===== config.mk =====
export PLATFORM = sky130hd
export DESIGN_NAME = stkc_div
export DESIGN_NICKNAME = d
export VERILOG_FILES = /design/src/stkc_pkg.sv /design/src/stkc_div.sv
export SDC_FILE = /design/constraint.sdc
export NUM_CORES = 1
export LEC_CHECK = 0
export BUFFER_PORTS_ARGS = -buffer_cell sky130_fd_sc_hd__buf_4
export CORE_MARGIN = 5
export CORE_UTILIZATION = 62
export DETAILED_ROUTE_END_ITERATION = 10
export HOLD_SLACK_MARGIN = 0.06
export PLACE_DENSITY_LB_ADDON = 0.2
export SKIP_CTS_REPAIR_TIMING = 1
export SYNTH_ARGS = -nofsm -noshare
export SYNTH_HDL_FRONTEND = slang
export SYNTH_SLANG_ARGS = --single-unit

===== constraint.sdc =====
create_clock -name i_clk -period 9.1 [get_ports i_clk]
set_input_delay 0.455 -clock i_clk [delete_from_list [all_inputs] [get_ports i_clk]]
set_output_delay 0.455 -clock i_clk [all_outputs]
set_load 0.01 [all_outputs]

===== src/stkc_pkg.sv =====
// Shared types, widths and codes for the stack calculator.
`default_nettype none

package stkc_pkg;

    localparam int STACK_DEPTH_DEF = 1024;
    localparam int DATA_W          = 32;
    localparam int ACT_W           = 3;
    localparam int IDX_W           = 10;
    localparam int ERR_W           = 3;
    localparam int CNT_OUT_W       = 11;

    typedef enum logic [ACT_W-1:0] {
        ACT_PUSH        = 3'd0,
        ACT_POP         = 3'd1,
        ACT_PEEK_TOP    = 3'd2,
        ACT_PEEK_BOTTOM = 3'd3,
        ACT_ADD         = 3'd4,
        ACT_SUB         = 3'd5,
        ACT_MUL         = 3'd6,
        ACT_DIV         = 3'd7
    } t_action;

    typedef enum logic [ERR_W-1:0] {
        ERR_OK      = 3'd0,
        ERR_EMPTY   = 3'd1,
        ERR_RANGE   = 3'd2,
        ERR_FEW     = 3'd3,
        ERR_DIVZERO = 3'd4,
        ERR_FULL    = 3'd5
    } t_err;

    typedef enum logic [2:0] {
        S_IDLE,
        S_DECODE,
        S_TOP,
        S_LEFT,
        S_EXEC,
        S_DIV,
        S_DONE
    } t_state;

endpackage

`default_nettype wire


===== src/stkc_div.sv =====
// Iterative signed floor divider, one quotient bit per cycle.
`default_nettype none

module stkc_div
    import stkc_pkg::*;
(
    input  logic              i_clk,
    input  logic              i_rst_n,
    input  logic              i_start,
    input  logic [DATA_W-1:0] i_left,
    input  logic [DATA_W-1:0] i_right,
    output logic              o_done,
    output logic [DATA_W-1:0] o_quotient
);

    localparam int STEP_W = $clog2(DATA_W);

    logic              r_busy;
    logic              r_done;
    logic [STEP_W-1:0] r_step;
    logic [DATA_W-1:0] r_quo;
    logic [DATA_W:0]   r_rem;
    logic [DATA_W-1:0] r_dmag;
    logic              r_neg;

    logic [DATA_W-1:0] left_mag;
    logic [DATA_W-1:0] right_mag;
    logic [DATA_W:0]   shifted;
    logic [DATA_W+1:0] diff;

    assign left_mag  = i_left[DATA_W-1]  ? (~i_left + 1'b1)  : i_left;
    assign right_mag = i_right[DATA_W-1] ? (~i_right + 1'b1) : i_right;
    assign shifted   = {r_rem[DATA_W-1:0], r_quo[DATA_W-1]};
    assign diff      = {1'b0, shifted} - {2'b00, r_dmag};

    always_ff @(posedge i_clk) begin
        if (!i_rst_n) begin
            r_busy <= 1'b0;
            r_done <= 1'b0;
            r_step <= '0;
        end else begin
            r_done <= 1'b0;
            if (i_start) begin
                r_busy <= 1'b1;
                r_step <= '0;
            end else if (r_busy) begin
                r_step <= r_step + 1'b1;
                if (r_step == STEP_W'(DATA_W - 1)) begin
                    r_busy <= 1'b0;
                    r_done <= 1'b1;
                end
            end
        end
    end

    always_ff @(posedge i_clk) begin
        if (i_start) begin
            r_quo  <= left_mag;
            r_rem  <= '0;
            r_dmag <= right_mag;
            r_neg  <= i_left[DATA_W-1] ^ i_right[DATA_W-1];
        end else if (r_busy) begin
            if (!diff[DATA_W+1]) begin
                r_rem <= diff[DATA_W:0];
                r_quo <= {r_quo[DATA_W-2:0], 1'b1};
            end else begin
                r_rem <= shifted;
                r_quo <= {r_quo[DATA_W-2:0], 1'b0};
            end
        end
    end

    // A negative quotient with a nonzero remainder rounds one further down.
    assign o_quotient = !r_neg   ? r_quo :
                        (|r_rem) ? ~r_quo : (~r_quo + 1'b1);
    assign o_done     = r_done;

endmodule

`default_nettype wire


==> key figures <==
Cells and area
  – Post-route cell area: 9024 um2
  – Area Growth Syn to Fin: 14.17%
  – Diodes inserted: 0
  – Nets@finish: 1,114
  – Layout cell share with drive strength beyond 1: 13.91%

Drt
  – DRC violation count after routing: 0
  – Routed vias/inst: 5.984
  – Routed WL per cell: 15.95 um
  – Via count: 7,097
  – Total Wirelength: 18,920 um
  – Detail Route Antenna Nets: 0
  – Initial DRC Count: a little over 800
  – Drt pass-1 iters: 5

CTS
  – CTS tree: yes
  – Clk Latency, worst-skew pair: 0.35 ns
  – CTS max path bufs: 2
  – Clock Pin Slew Worst Setup and Hold Paths: 0.07 ns
  – Max H-tree Level: 3
  – Root buffer cell: clkbuf_16
  – Clock sink count: 105
  – Cts bufs inserted: 9

Global route
  – Met1 usage: 36.69%
  – Pin count of the biggest net entering global routing: 84
  – Most Crowded Layer GR: met2
  – Initial antenna violation count: 0
  – Grt total ovfl: 0
  – GR met2 Demand/Resource: 38.67%
  – Met3 Resource Use GR: 3.294%
  – Number of global-route vias before repair: between 6,000 and 7,000
  – Gr usage total: ~25%
  – First-pass GRT wire length: 30,260 um

Synth
  – Synth top area share: 24.70%
  – Syn Area/Cell: 8.390 um2
  – Post-synth EDFFs: 65
  – Cell variety after synth: 60
  – Top FF cell, synth: edfxtp_1
  – Synth Warn #: 0
  – Post-Syn Area: 7904 um2
  – Mapped Nets: between 1,000 and 1,500
  – Area contributors post-synth: edfxtp_1, dfxtp_1, xnor2_1
  – Share of flip-flops with an asynchronous set or reset: 0%
  – #FFs+latches synth: 105
  – Sequential cell area fraction in the yosys report: a little over a third
  – Gate Count Post-Synth: ~940
  – Area leader, netlist: edfxtp_1

Critical path
  – CP startpoint kind: flop
  – Worst Path Max Fanout: 28
  – Crit Path Category: flop to flop
  – Req. time, crit path: slightly above 9 ns
  – Worst setup EP type: flop
  – Crit path arrival time: 4.58 ns
  – Reg2Reg Setup Slack: 4.78 ns

Timing
  – Fin. max-slew vios: 0
  – Period utilization: 47.52%
  – Max-slew headroom: about a third
  – Fmax: 231.3 MHz
  – Final setup vio count: 0
  – Clk_skew: 0.01031 ns
  – RSZ-0062 raised after global routing: no
  – Slew @ Worst Pin: 1.014 ns
  – Setup_tns: 0 ns
  – Fin. Hold Viols: 0
  – Final worst path period need: around 4.3 ns

Power and ir drop
  – LEAKAGE: 3.504 nW
  – Pwr/cell area: 167.3 nW/um2
  – Maximum vdd drop: 0.1110 mV
  – Total power: 1.510 mW

Floorplan
  – Placeable Area: ~13,000 um2
  – Initial Utilization: 62.89%
  – Number of I/O pins: 100
  – Die area: 15,110 um2
  – Die width: 122.9 um
  – Row count: 41
  – Die Y: 122.9 um

Status
  – Run status: completed

Hold path
  – HP Class: input port to flop

Placement
  – Cell Area, Placed: 8717 um2
  – I/O Buffers: 99
  – HPWL Detailed: 13,970 um
  – Final GP Congestion: between 0.9 and 1

Run
  – Max Cap Violations: 0
## critical path, stage by stage (launching register included)
cell	delay, ns
dfxtp_1	0.35
ha_1	0.45
nand3_1	0.15
a2111oi_0	0.37
nor3_1	0.17
a311oi_1	0.41
o21ai_1	0.23
o41ai_4	0.68
buf_4	0.45
inv_2	0.28
or3_1	0.40
a311oi_1	0.28
## metal layers
layer / up-vias / wire length, um
met2: 229 / 8581
met1: 3290 / 8637
met3: 27 / 1394
met4: 0 / 305
met5: - / 0
li1: 3551 / -
## placed cells by master (no fill, tap or decap), types with 5 or more instances in the layout
master	count
nand2_1	111
buf_4	102
nor2_1	92
xnor2_1	74
edfxtp_1	65
a21oi_1	64
o21ai_0	54
inv_1	53
xor2_1	39
dfxtp_1	39
ha_1	37
a311oi_1	27
o31ai_1	26
nand3_1	22
or3_1	20
nand2b_1	12
nor4_1	12
nor3_1	11
o41ai_1	11
nand4_1	11
clkbuf_16	10
a211oi_1	9
o211ai_1	9
or4_1	8
or2_2	8
mux2i_1	7
nor2b_1	6
o21bai_1	5
## synthesized netlist by cell type, types with 3 or more instances
| cell type | instances |
|---|---|
| nand3_1 | 22 |
| a21oi_1 | 64 |
| mux2i_1 | 7 |
| nand4_1 | 11 |
| a31o_2 | 3 |
| a2111oi_0 | 4 |
| or3_4 | 3 |
| clkbuf_1 | 35 |
| o211ai_1 | 9 |
| a21o_1 | 4 |
| xor2_1 | 39 |
| or2_2 | 8 |
| o31ai_1 | 26 |
| nor2b_1 | 6 |
| o21bai_1 | 5 |
| inv_1 | 53 |
| o311ai_0 | 3 |
| ha_1 | 37 |
| and2_1 | 4 |
| buf_1 | 5 |
| a311oi_1 | 27 |
| dfxtp_1 | 40 |
| or4_1 | 8 |
| nand2_1 | 111 |
| o21a_1 | 4 |
| nand2b_1 | 12 |
| o41ai_1 | 11 |
| buf_2 | 6 |
| o21ai_0 | 54 |
| xnor2_1 | 74 |
| a21boi_0 | 3 |
| nor2_1 | 92 |
| edfxtp_1 | 65 |
| or3_1 | 20 |
| nor4_1 | 12 |
| or4_4 | 3 |
| a211oi_1 | 9 |
| nor3_1 | 11 |
| a31oi_1 | 4 |
## cell families (layout without fill, tap and decap cells)
kind of cell,Yosys count,after routing,synth area share (%)
AND/OR/NAND/NOR,333,333,20.10
AO/OA/AOI/OAI,244,244,20.42
XOR/XNOR,113,113,12.52
flip-flops,105,105,34.83
buffers and inverters,100,172,4.844
adder cells (fa/ha/maj),38,38,6.110
multiplexers,9,9,1.171
## power breakdown
| part | internal (mW) | switching [mW] | total, mW |
|---|---|---|---|
| sequential | 0.561 | 0.0484 | 0.610 |
| combinational | 0.217 | 0.280 | 0.498 |
| clock | 0.226 | 0.177 | 0.403 |
## final timing paths
check | from | endpoint | cells after the start
worst max-delay path | r_rem[7] | r_rem[3] | 11
worst min-delay path | i_rst_n | r_busy | 2
worst max register to register | r_rem[7] | r_rem[3] | 11
worst min register to register | r_step[4] | r_step[4] | 2
## state kept, by name, indices dropped and copies added (netlist names)
signal	flops
r_dmag	32
r_step	5
o_done	1
r_rem	33
r_quo	32
r_neg	1
r_busy	1
## cell type report
cell class	count	area, um2
multi-input cells	737	4780
well taps	172	215.2
clock inverters	1	7.507
fillers	998	3545
repair buffers	102	765.7
inverters	54	202.7
clock buffers	15	299.0
flip-flops and latches	105	2754
## per-stage QoR
stage	hold slack, ns	cells	util, %	setup slack, ns
after floorplan	0.4673	942	-	5.902
after global placement	0.4852	1170	69.36	4.980
after detailed placement	0.4953	1170	69.36	4.813
after CTS	0.3219	1186	71.80	4.799
after global routing	0.3448	1186	71.80	4.388
final	0.3272	1186	71.80	4.776
(Power assumes the default switching activity.)
